`config.mk`:
```
export PLATFORM = sky130hd
export DESIGN_NAME = binary_long_divider_96bit_top_flat
export DESIGN_NICKNAME = d
export VERILOG_FILES = /design/src/hw/rtl/bld_pkg.sv /design/src/hw/rtl/bld_if.sv /design/src/hw/rtl/bld_dpath.sv /design/src/hw/rtl/bld_ctrl.sv /design/src/hw/rtl/binary_long_divider_96bit_top.sv /design/src/flat_wrapper.sv
export SDC_FILE = /design/constraint.sdc
export NUM_CORES = 1
export LEC_CHECK = 0
export BUFFER_PORTS_ARGS = -buffer_cell sky130_fd_sc_hd__buf_2
export CAP_MARGIN = 20
export CORE_MARGIN = 2
export CORE_UTILIZATION = 35
export CTS_BUF_LIST = sky130_fd_sc_hd__clkbuf_8
export DETAILED_ROUTE_END_ITERATION = 10
export MAX_ROUTING_LAYER = met4
export PLACE_DENSITY_LB_ADDON = 0.12
export SLEW_MARGIN = 25
export SYNTH_ARGS = -nofsm -noshare
export SYNTH_HDL_FRONTEND = slang
export SYNTH_HIERARCHICAL = 1
export SYNTH_SLANG_ARGS = --single-unit
```
`constraint.sdc`:
```
create_clock -name clk -period 17.65 [get_ports clk]
set_clock_uncertainty 0.05 [all_clocks]
set_input_delay 3.53 -clock clk [delete_from_list [all_inputs] [get_ports clk]]
set_output_delay 3.53 -clock clk [all_outputs]
set_load 0.005 [all_outputs]
```
`src/hw/rtl/bld_pkg.sv`:
```
// package with shared constants, types and state codes for the long divider
package bld_pkg;

    localparam int LOW_W = 64;
    localparam int HIGH_W = 32;
    localparam int FULL_W = LOW_W + HIGH_W;
    localparam int OPERAND_WIDTH_DEF = 96;

    typedef enum logic [1:0] {
        ST_IDLE,
        ST_RUN,
        ST_HOLD
    } state_t;

    // commands from controller to datapath
    typedef struct packed {
        logic load;
        logic step;
        logic capture;
    } cmd_t;

    // status from datapath to controller
    typedef struct packed {
        logic den_zero;
        logic last;
    } status_t;

endpackage

```
`src/hw/rtl/bld_if.sv`:
```
// item channels for the divider: operand request and quotient response
interface bld_req_if;
    logic                         valid;
    logic                         ready;
    logic [bld_pkg::LOW_W-1:0]    dividend_low;
    logic [bld_pkg::HIGH_W-1:0]   dividend_high;
    logic [bld_pkg::LOW_W-1:0]    divisor_low;
    logic [bld_pkg::HIGH_W-1:0]   divisor_high;

    modport source (
        output valid, dividend_low, dividend_high, divisor_low, divisor_high,
        input  ready
    );
    modport sink (
        input  valid, dividend_low, dividend_high, divisor_low, divisor_high,
        output ready
    );
endinterface

interface bld_rsp_if;
    logic                         valid;
    logic                         ready;
    logic [bld_pkg::LOW_W-1:0]    quotient_low;
    logic [bld_pkg::HIGH_W-1:0]   quotient_high;
    logic                         divide_by_zero;

    modport source (
        output valid, quotient_low, quotient_high, divide_by_zero,
        input  ready
    );
    modport sink (
        input  valid, quotient_low, quotient_high, divide_by_zero,
        output ready
    );
endinterface

```
`src/hw/rtl/bld_dpath.sv`:
```
// shift and subtract datapath: remainder, dividend/quotient shifter, counter
module bld_dpath #(
    parameter int OPERAND_WIDTH = bld_pkg::OPERAND_WIDTH_DEF
) (
    input  logic                         clk,
    input  logic                         rst_n,
    input  bld_pkg::cmd_t                cmd,
    output bld_pkg::status_t             status,
    input  logic [bld_pkg::FULL_W-1:0]   dividend,
    input  logic [bld_pkg::FULL_W-1:0]   divisor,
    output logic [bld_pkg::FULL_W-1:0]   quotient,
    output logic                         divide_by_zero
);

    localparam int W = OPERAND_WIDTH;
    localparam int QW = bld_pkg::FULL_W;
    localparam int CNT_W = $clog2(W);
    localparam logic [CNT_W-1:0] CNT_LAST = CNT_W'(W - 1);

    logic [W-1:0]     num_opnd;
    logic [W-1:0]     den_opnd;
    logic [QW-1:0]    quo_ext;

    logic [W-1:0]     num_reg, num_next;
    logic [W-1:0]     den_reg, den_next;
    logic [W-1:0]     rem_reg, rem_next;
    logic [CNT_W-1:0] cnt_reg, cnt_next;
    logic             dbz_reg, dbz_next;
    logic [QW-1:0]    quo_out_reg, quo_out_next;
    logic             dbz_out_reg, dbz_out_next;

    logic [W:0]       shifted;
    logic [W+1:0]     diff;
    logic             ge;

    // operands are the low bits of the input, zero-extended past 96 bits
    generate
        if (W <= QW) begin : g_narrow
            assign num_opnd = dividend[W-1:0];
            assign den_opnd = divisor[W-1:0];
        end else begin : g_wide
            assign num_opnd = {{(W-QW){1'b0}}, dividend};
            assign den_opnd = {{(W-QW){1'b0}}, divisor};
        end
        if (W >= QW) begin : g_q_trunc
            assign quo_ext = num_reg[QW-1:0];
        end else begin : g_q_ext
            assign quo_ext = {{(QW-W){1'b0}}, num_reg};
        end
    endgenerate

    // trial subtract of the divisor from the shifted remainder
    assign shifted = {rem_reg, num_reg[W-1]};
    assign diff = {1'b0, shifted} - {2'b00, den_reg};
    assign ge = ~diff[W+1];

    assign status.den_zero = (den_opnd == '0);
    assign status.last = (cnt_reg == '0);

    always_comb
    begin
        num_next = num_reg;
        den_next = den_reg;
        rem_next = rem_reg;
        cnt_next = cnt_reg;
        dbz_next = dbz_reg;
        quo_out_next = quo_out_reg;
        dbz_out_next = dbz_out_reg;
        if (cmd.load)
        begin
            num_next = num_opnd;
            den_next = den_opnd;
            rem_next = '0;
            cnt_next = CNT_LAST;
            dbz_next = status.den_zero;
        end
        else if (cmd.step)
        begin
            // quotient bits enter from the bottom as dividend bits leave the top
            num_next = {num_reg[W-2:0], ge};
            rem_next = ge ? diff[W-1:0] : shifted[W-1:0];
            cnt_next = cnt_reg - 1'b1;
        end
        if (cmd.capture)
        begin
            quo_out_next = dbz_reg ? '0 : quo_ext;
            dbz_out_next = dbz_reg;
        end
    end

    always_ff @(posedge clk or negedge rst_n)
    begin
        if (!rst_n)
        begin
            cnt_reg <= '0;
        end
        else
        begin
            cnt_reg <= cnt_next;
        end
    end

    always_ff @(posedge clk)
    begin
        num_reg <= num_next;
        den_reg <= den_next;
        rem_reg <= rem_next;
        dbz_reg <= dbz_next;
        quo_out_reg <= quo_out_next;
        dbz_out_reg <= dbz_out_next;
    end

    assign quotient = quo_out_reg;
    assign divide_by_zero = dbz_out_reg;

endmodule

```
`src/hw/rtl/bld_ctrl.sv`:
```
// sequencing state machine for the divider and the result valid flag
module bld_ctrl (
    input  logic              clk,
    input  logic              rst_n,
    input  logic              in_valid,
    output logic              in_ready,
    output logic              out_valid,
    input  logic              out_ready,
    input  bld_pkg::status_t  status,
    output bld_pkg::cmd_t     cmd
);

    bld_pkg::state_t state_reg, state_next;
    logic            out_valid_reg, out_valid_next;
    logic            slot_free;

    assign slot_free = ~out_valid_reg | out_ready;

    always_comb
    begin
        state_next = state_reg;
        case (state_reg)
            bld_pkg::ST_IDLE:
            begin
                if (in_valid)
                begin
                    state_next = status.den_zero ? bld_pkg::ST_HOLD : bld_pkg::ST_RUN;
                end
            end
            bld_pkg::ST_RUN:
            begin
                if (status.last)
                begin
                    state_next = bld_pkg::ST_HOLD;
                end
            end
            bld_pkg::ST_HOLD:
            begin
                if (slot_free)
                begin
                    state_next = bld_pkg::ST_IDLE;
                end
            end
            default:
            begin
                state_next = bld_pkg::ST_IDLE;
            end
        endcase
    end

    always_comb
    begin
        cmd = '0;
        in_ready = 1'b0;
        case (state_reg)
            bld_pkg::ST_IDLE:
            begin
                in_ready = 1'b1;
                cmd.load = in_valid;
            end
            bld_pkg::ST_RUN:
            begin
                cmd.step = 1'b1;
            end
            bld_pkg::ST_HOLD:
            begin
                cmd.capture = slot_free;
            end
            default:
            begin
                cmd = '0;
            end
        endcase
    end

    assign out_valid_next = cmd.capture | (out_valid_reg & ~out_ready);

    always_ff @(posedge clk or negedge rst_n)
    begin
        if (!rst_n)
        begin
            state_reg <= bld_pkg::ST_IDLE;
            out_valid_reg <= 1'b0;
        end
        else
        begin
            state_reg <= state_next;
            out_valid_reg <= out_valid_next;
        end
    end

    assign out_valid = out_valid_reg;

`ifndef SYNTHESIS
    a_capture_sets_valid: assert property (@(posedge clk) disable iff (!rst_n)
        cmd.capture |=> out_valid_reg)
        else $error("result not presented after capture");

    a_capture_no_overwrite: assert property (@(posedge clk) disable iff (!rst_n)
        cmd.capture |-> (!out_valid_reg || out_ready))
        else $error("pending result overwritten");

    a_last_to_hold: assert property (@(posedge clk) disable iff (!rst_n)
        (state_reg == bld_pkg::ST_RUN && status.last) |=> state_reg == bld_pkg::ST_HOLD)
        else $error("run did not end after last step");

    a_zero_div_skips: assert property (@(posedge clk) disable iff (!rst_n)
        (cmd.load && status.den_zero) |=> state_reg == bld_pkg::ST_HOLD)
        else $error("zero divisor did not bypass iteration");
`endif

endmodule

```
`src/hw/rtl/binary_long_divider_96bit_top.sv`:
```
// each item is loaded, then iterated once per quotient bit, then captured
// items do not overlap: a new one is taken only after the last is captured;
//   the single shared subtractor steps one quotient bit per cycle
// zero divisor bypasses the iterations and goes from load straight to capture
// reset (rst_n, async, active low) returns the controller to idle with no result pending
// a finished result waits in its output register while the next item is taken
module binary_long_divider_96bit_top #(
    parameter int OPERAND_WIDTH = bld_pkg::OPERAND_WIDTH_DEF
) (
    input  logic      clk,
    input  logic      rst_n,
    bld_req_if.sink   req,
    bld_rsp_if.source rsp
);

    bld_pkg::cmd_t                cmd;
    bld_pkg::status_t             status;
    logic [bld_pkg::FULL_W-1:0]   dividend;
    logic [bld_pkg::FULL_W-1:0]   divisor;
    logic [bld_pkg::FULL_W-1:0]   quotient;
    logic                         in_ready;
    logic                         out_valid;
    logic                         divide_by_zero;

    // assemble the 96-bit operands from their low and high parts
    assign dividend = {req.dividend_high, req.dividend_low};
    assign divisor = {req.divisor_high, req.divisor_low};

    // controller: idle / run / hold sequencing and output valid flag
    bld_ctrl u_ctrl (
        .clk       (clk),
        .rst_n     (rst_n),
        .in_valid  (req.valid),
        .in_ready  (in_ready),
        .out_valid (out_valid),
        .out_ready (rsp.ready),
        .status    (status),
        .cmd       (cmd)
    );

    // datapath: restoring shift and subtract, one quotient bit per step
    bld_dpath #(
        .OPERAND_WIDTH (OPERAND_WIDTH)
    ) u_dpath (
        .clk            (clk),
        .rst_n          (rst_n),
        .cmd            (cmd),
        .status         (status),
        .dividend       (dividend),
        .divisor        (divisor),
        .quotient       (quotient),
        .divide_by_zero (divide_by_zero)
    );

    assign req.ready = in_ready;
    assign rsp.valid = out_valid;
    // split the registered quotient back into its low and high parts
    assign rsp.quotient_low = quotient[bld_pkg::LOW_W-1:0];
    assign rsp.quotient_high = quotient[bld_pkg::FULL_W-1:bld_pkg::LOW_W];
    assign rsp.divide_by_zero = divide_by_zero;

endmodule
```
`src/flat_wrapper.sv`:
```
// flat-port wrapper written by rule: the top's interface ports become plain ports
module binary_long_divider_96bit_top_flat 
#(
    parameter int OPERAND_WIDTH = bld_pkg::OPERAND_WIDTH_DEF
)
  (clk, rst_n, req_valid, req_dividend_low, req_dividend_high, req_divisor_low, req_divisor_high, req_ready, rsp_valid, rsp_quotient_low, rsp_quotient_high, rsp_divide_by_zero, rsp_ready);
  bld_req_if req_i ();
  bld_rsp_if rsp_i ();
  input  logic clk;
  input  logic rst_n;
  input wire logic [$bits(req_i.valid)-1:0] req_valid;
  input wire logic [$bits(req_i.dividend_low)-1:0] req_dividend_low;
  input wire logic [$bits(req_i.dividend_high)-1:0] req_dividend_high;
  input wire logic [$bits(req_i.divisor_low)-1:0] req_divisor_low;
  input wire logic [$bits(req_i.divisor_high)-1:0] req_divisor_high;
  output wire logic [$bits(req_i.ready)-1:0] req_ready;
  output wire logic [$bits(rsp_i.valid)-1:0] rsp_valid;
  output wire logic [$bits(rsp_i.quotient_low)-1:0] rsp_quotient_low;
  output wire logic [$bits(rsp_i.quotient_high)-1:0] rsp_quotient_high;
  output wire logic [$bits(rsp_i.divide_by_zero)-1:0] rsp_divide_by_zero;
  input wire logic [$bits(rsp_i.ready)-1:0] rsp_ready;
  assign req_i.valid = req_valid;
  assign req_i.dividend_low = req_dividend_low;
  assign req_i.dividend_high = req_dividend_high;
  assign req_i.divisor_low = req_divisor_low;
  assign req_i.divisor_high = req_divisor_high;
  assign req_ready = req_i.ready;
  assign rsp_valid = rsp_i.valid;
  assign rsp_quotient_low = rsp_i.quotient_low;
  assign rsp_quotient_high = rsp_i.quotient_high;
  assign rsp_divide_by_zero = rsp_i.divide_by_zero;
  assign rsp_i.ready = rsp_ready;
  binary_long_divider_96bit_top #(.OPERAND_WIDTH(OPERAND_WIDTH)) u_core (.clk(clk), .rst_n(rst_n), .req(req_i), .rsp(rsp_i));
endmodule
```
==> impl_metrics.yaml, run 1 <==
routing:
  drtPass1Iterations: 5
  drtAntennaViolNets: 0
  drc: 0
  num_vias: 17000
  totalWireLength_um: 63060
  wl_per_cell_um: 19.05
  vias_per_cell: 5.135
  dr.first_iter.drc_count: 1108
synthesis:
  ys_ff_latch: 396
  syn_nets: 2434
  synth-main-ff-cell: "edfxtp_1"
  synth_edf_count: 290
  synth.avg_cell_area_sq_um: 10.17
  yosysWarnings: 6
  synth_top_cell_by_area: "edfxtp_1"
  yosys-top-cells-area: "edfxtp_1 40%, dfxtp_1 8.8%, ha_1 5.6%, mux2_2 5.0%, nand2_1 4.2%"
  ys_seq_area_share_pct: 50.02
  netlist.area_leader.share_pct: 40.03
  async_flop_share_pct: 2.525
  synth_common_cells: "290 x edfxtp_1, 246 x nand2_1, 162 x nor2_1, 143 x a21oi_1, 131 x inv_1"
  syn-cell-area_sq_um: 21750
  post-synth-top-count-cell: "edfxtp_1"
  ys_types: 84
  synth_cells: 2139
cts:
  cts_tree: "done"
  numCtsBuffers: 72
  cts.sinks: 396
  cts-root-buf: "clkbuf_8"
  cts-hold-fix-buffers: 0
  post_cts_buffers: 0
  clockBufferDepth: 3
  cts.clk_slew.worst_paths_ns: 0.06
  worstSkewPairLatency_ns: 0.67
  htree_levels: 3
  ctsResizeCount: 0
layout:
  regArea_sq_um: 10880
  area_delta_synth_final_pct: 16.50
  drive_gt1_share_pct: 21.25
  nets: 2706
  fill_cells: 6075
  multi_input_area_sq_um: 9946
global_route:
  grt_start_max_net_pins: 175
  grt_pass1_wl_um: 96790
  grt_overflow: 0
  grt_usage_pct: 20.00
  grt_pass1_vias: 16820
  antenna_found_initial: 3
min_path:
  min_from: "u_core/u_dpath/rem_reg[53]"
  whs_endpoint: "u_core/u_dpath/rem_reg[53]"
  hold_class: "flop to flop"
  whs_path_depth: 2
critical_path:
  crit_type: "input pin to flop"
  crit_path_end_kind: "flop"
  cp.arrival_ns: 6.08
  r2r_start: "u_core/u_dpath/den_reg[1]"
  rr_worst_depth: 13
  reg2reg_to: "u_core/u_dpath/rem_reg[23]"
  crit_path_start_kind: "input pin"
  cp.required_ns: 18.13
  crit_path_max_fanout: 3
  r2r_setup_slack_ns: 12.65
sta:
  fmax_mhz: 178.6
  slew-limit-headroom_pct: 28.02
  setup_viol: 0
  finalMaxSlewViolations: 0
  finalCriticalPeriod_ns: 5.598
  tns_ns: 0
  rsz0062_at_grt: "no"
  post-route-period-util_pct: 31.72
  worstMarginPinSlew_ns: 1.070
  finalHoldViolations: 0
run_status:
  outcome: "complete, no violations"
die:
  core-area_sq_um: 61600
  die_area_sq_um: 64160
  die_y_um: 253.3
  start_util_pct: 35.31
  die_x_um: 253.3
  io_pins: 295
  fp-row-count: 91
run:
  drv_cap: 0
power:
  p_leak_nw: 10.20
  power_density_nw_per_um2: 165.1
  total_power_mw: 4.184
  ir_drop_mv: 0.06555
place:
  portBuffers: 294
  dp_hpwl_um: 46020
  gp_congestion: 0.9133
-- worst max-delay path, cell delays in order --
cell and delay [ns]:
buf_2 0.10, nor4_1 0.90, nand4_1 0.20, or4_1 0.56, nor3_1 0.51, or3b_1 0.20
a21oi_1 0.06
-- placed cells by master (no fill, tap or decap), types with 8 or more instances in the layout --
cell type and n:
nor2b_1 106, o21a_1 16, a21boi_0 8, a31oi_1 13, clkinv_2 10, edfxtp_1 290
o21bai_1 19, nand2_1 246, a32oi_1 11, nor3_1 30, o21ai_1 17, or3_1 12
and3_1 10, inv_1 158, a21o_1 30, dfrtp_1 10, nand2b_1 18, nand4_1 44
buf_2 294, xnor2_1 53, o211ai_1 9, clkbuf_8 74, o21ai_0 87, nor4_1 31
buf_4 15, a311oi_1 63, a211oi_1 9, mux2_2 96, o31ai_1 9, dfxtp_1 96
a21oi_1 143, clkinv_1 13, xor2_1 34, ha_1 98, nor2_1 161, nand3_1 23
-- through the flow --
stage	setup WS [ns]	std cells	utilization, %	area (sq um)	hold WS, ns
floorplan	8.808	2139	-	21750	0.3935
global placement	11.26	3174	38.93	23980	0.4075
detailed placement	11.28	3174	38.93	23980	0.4183
CTS	12.02	3308	41.13	25330	0.4312
global route	12.08	3311	41.14	25340	0.4614
finish	12.05	3311	41.14	25340	0.4300
-- where the power goes --
| part | internal, mW | switching [mW] |
|---|---|---|
| registers | 1.27 | 0.149 |
| clock network | 0.416 | 0.415 |
| logic | 0.796 | 1.14 |
-- cell type report --
cell class,count,share of cell area (%)
diodes,3,0.02962
inverters,131,1.950
flip-flops and latches,396,42.93
repair buffers,311,6.374
clock inverters,60,1.313
multi-input cells,1499,39.25
well taps,837,4.133
clock buffers,74,4.019
-- per-layer routing --
metal	track usage, %	up-vias	routed length, um
met1	25.84	8091	29090
li1	-	8361	-
met3	3.187	107	2964
met5	-	-	0
met4	8.487	0	2264
met2	31.15	442	28750
-- logic make-up after synthesis --
group | count (synthesis) | share of synthesized area [%]
compound gates | 498 | 15.39
xor+xnor | 87 | 3.503
fa+ha+maj | 99 | 5.729
buf+inv | 244 | 4.429
flops | 396 | 50.02
mux | 100 | 5.154
simple gates | 715 | 15.78
-- worst max path at each step --
stage	endpoint	cells past startpoint	startpoint
3_5_place_dp	u_core/u_ctrl/state_reg[0]	7	req_divisor_low[35]
3_3_place_gp	u_core/u_ctrl/state_reg[0]	7	req_divisor_low[35]
2_1_floorplan	u_core/u_dpath/num_reg[0]	5	req_valid
6_report	u_core/u_ctrl/state_reg[0]	7	req_divisor_low[35]
5_1_grt	u_core/u_ctrl/state_reg[0]	7	req_divisor_low[35]
4_1_cts	u_core/u_ctrl/state_reg[0]	7	req_divisor_low[35]
No activity file was read; power rests on OpenSTA's default activity.
==> run 2, diff against run 1 <==
clock period = 5.2 ns   (was 17.65 ns; I/O delays follow)
==> run 2 against run 1 <==
Against the previous run:
- count of clock-buffer cells in the layout grew 2
- critical path depth grew 6
- die area unchanged
- clock power rose to 3.5 times the previous value
- cell count grew 0.18%
- largest cell class unchanged
==> impl_metrics.yaml, run 2 (synthesis results as in run 1) <==
min_path:
  hold_class: "input pin to async pin"
sta:
  slew-limit-headroom_pct: 34.75
  finalHoldViolations: 0
  finalMaxSlewViolations: 0
  finalCriticalPeriod_ns: 4.260
  rsz0062_at_grt: "no"
  worstMarginPinSlew_ns: 0.9788
  finalWorstSetupSlack_ns: 0.9404
  post-route-period-util_pct: 81.92
  tns_ns: 0
  fmax_mhz: 234.8
  setup_viol: 0
critical_path:
  crit_path_end_kind: "flop"
  crit_path_max_fanout: 73
  crit_path_start_kind: "flop"
  crit_type: "flop to flop"
  cp.arrival_ns: 4.76
  r2r_setup_slack_ns: 0.94
  cp.required_ns: 5.70
layout:
  multi_input_area_sq_um: 9952
  regArea_sq_um: 10880
  fin_area_sq_um: 25460
  drive_gt1_share_pct: 21.29
  fill_cells: 6075
  area_delta_synth_final_pct: 17.05
  layout_common_cells: "294 x buf_2, 290 x edfxtp_1, 246 x nand2_1"
  nets: 2712
  final_common_cell: "buf_2"
die:
  die_y_um: 253.3
  io_pins: 295
  core-area_sq_um: 61600
  start_util_pct: 35.31
  fp-row-count: 91
  die_x_um: 253.3
  die_area_sq_um: 64160
power:
  power_density_nw_per_um2: 564.3
  p_leak_nw: 10.24
  ir_drop_mv: 0.2915
  total_power_mw: 14.37
global_route:
  grt_pass1_vias: 16990
  grt_usage_pct: 19.93
  antenna_found_initial: 2
  grt_pass1_wl_um: 96940
  grt_overflow: 0
  grt_start_max_net_pins: 147
routing:
  drtPass1Iterations: 5
  wl_per_cell_um: 19.00
  vias_per_cell: 5.214
  drc: 0
  drtAntennaViolNets: 0
  dr.first_iter.drc_count: 998
  num_vias: 17300
  totalWireLength_um: 63020
run:
  drv_cap: 0
run_status:
  outcome: "complete, no violations"
cts:
  worstSkewPairLatency_ns: 0.67
  htree_levels: 3
  numCtsBuffers: 75
  ctsResizeCount: 0
  cts.sinks: 396
  clockBufferDepth: 3
  cts_tree: "done"
  cts.clk_slew.worst_paths_ns: 0.06
  cts-root-buf: "clkbuf_8"
  cts-hold-fix-buffers: 0
  post_cts_buffers: 0
place:
  pre_cts_ws_ns: 0.9887
  dpl_cell_area_sq_um: 24060
  gp_congestion: 0.9330
  portBuffers: 294
  dp_hpwl_um: 45860
## run 2: cell types whose count changed in the layout (fill, tap and decap cells not counted), sizes merged
cell and change:
inv -2, clkbuf +2, buf +3, bufinv +1, diode +2
## run 2: cell type report
class | count | area share [%]
Clock buffer | 76 | 4.108
Tap cell | 837 | 4.113
Clock inverter | 59 | 1.332
Timing Repair Buffer | 314 | 6.629
Multi-Input combinational cell | 1499 | 39.09
Sequential cell | 396 | 42.73
Antenna cell | 5 | 0.04914
Inverter | 131 | 1.946
## run 2: worst max-delay path, stage by stage, from the launching register on
cell and delay (ns):
edfxtp_1 0.42, inv_1 0.08, ha_1 0.22, nor2b_1 0.15, o31a_1 0.27, o31a_1 0.32
a221o_1 0.38, a31oi_4 0.29, o22ai_2 0.21, a31oi_4 0.39, o21ba_4 0.52, buf_12 0.38
nand2_1 0.10, a311oi_1 0.31
## run 2: final timing paths
kind	from	end	cells after the start
max	u_core/u_dpath/den_reg[1]	u_core/u_dpath/rem_reg[32]	13
min	rst_n	u_core/u_dpath/cnt_reg[3]	1
max reg2reg	u_core/u_dpath/den_reg[1]	u_core/u_dpath/rem_reg[32]	13
min reg2reg	u_core/u_dpath/rem_reg[63]	u_core/u_dpath/rem_reg[64]	2
max in group asynchronous	rst_n	u_core/u_ctrl/state_reg[0]	1
min in group clk	u_core/u_dpath/rem_reg[63]	u_core/u_dpath/rem_reg[64]	2
## run 2: report_power, final
part           internal, mW  switching (mW)
registers              4.31           0.488
clock network          1.48            1.41
logic                  2.76            3.92
total                  8.55            5.82
## run 2: per-layer routing
layer	up-vias	part of all wire [%]	track usage [%]
li1	8375	-	-
met1	8316	46	26.00
met2	519	47	31.62
met3	86	5.5	3.187
met4	0	2.1	6.560
met5	-	0	-
## run 2: per-stage QoR
| stage | utilization [%] | std cells | hold WS, ns |
|---|---|---|---|
| CTS | 41.31 | 3312 | 0.1079 |
| global placement | 39.05 | 3177 | 0.4088 |
| finish | 41.33 | 3317 | 0.1853 |
| global route | 41.32 | 3314 | 0.1337 |
| detailed placement | 39.06 | 3177 | 0.4207 |
| floorplan | - | 2139 | 0.3935 |
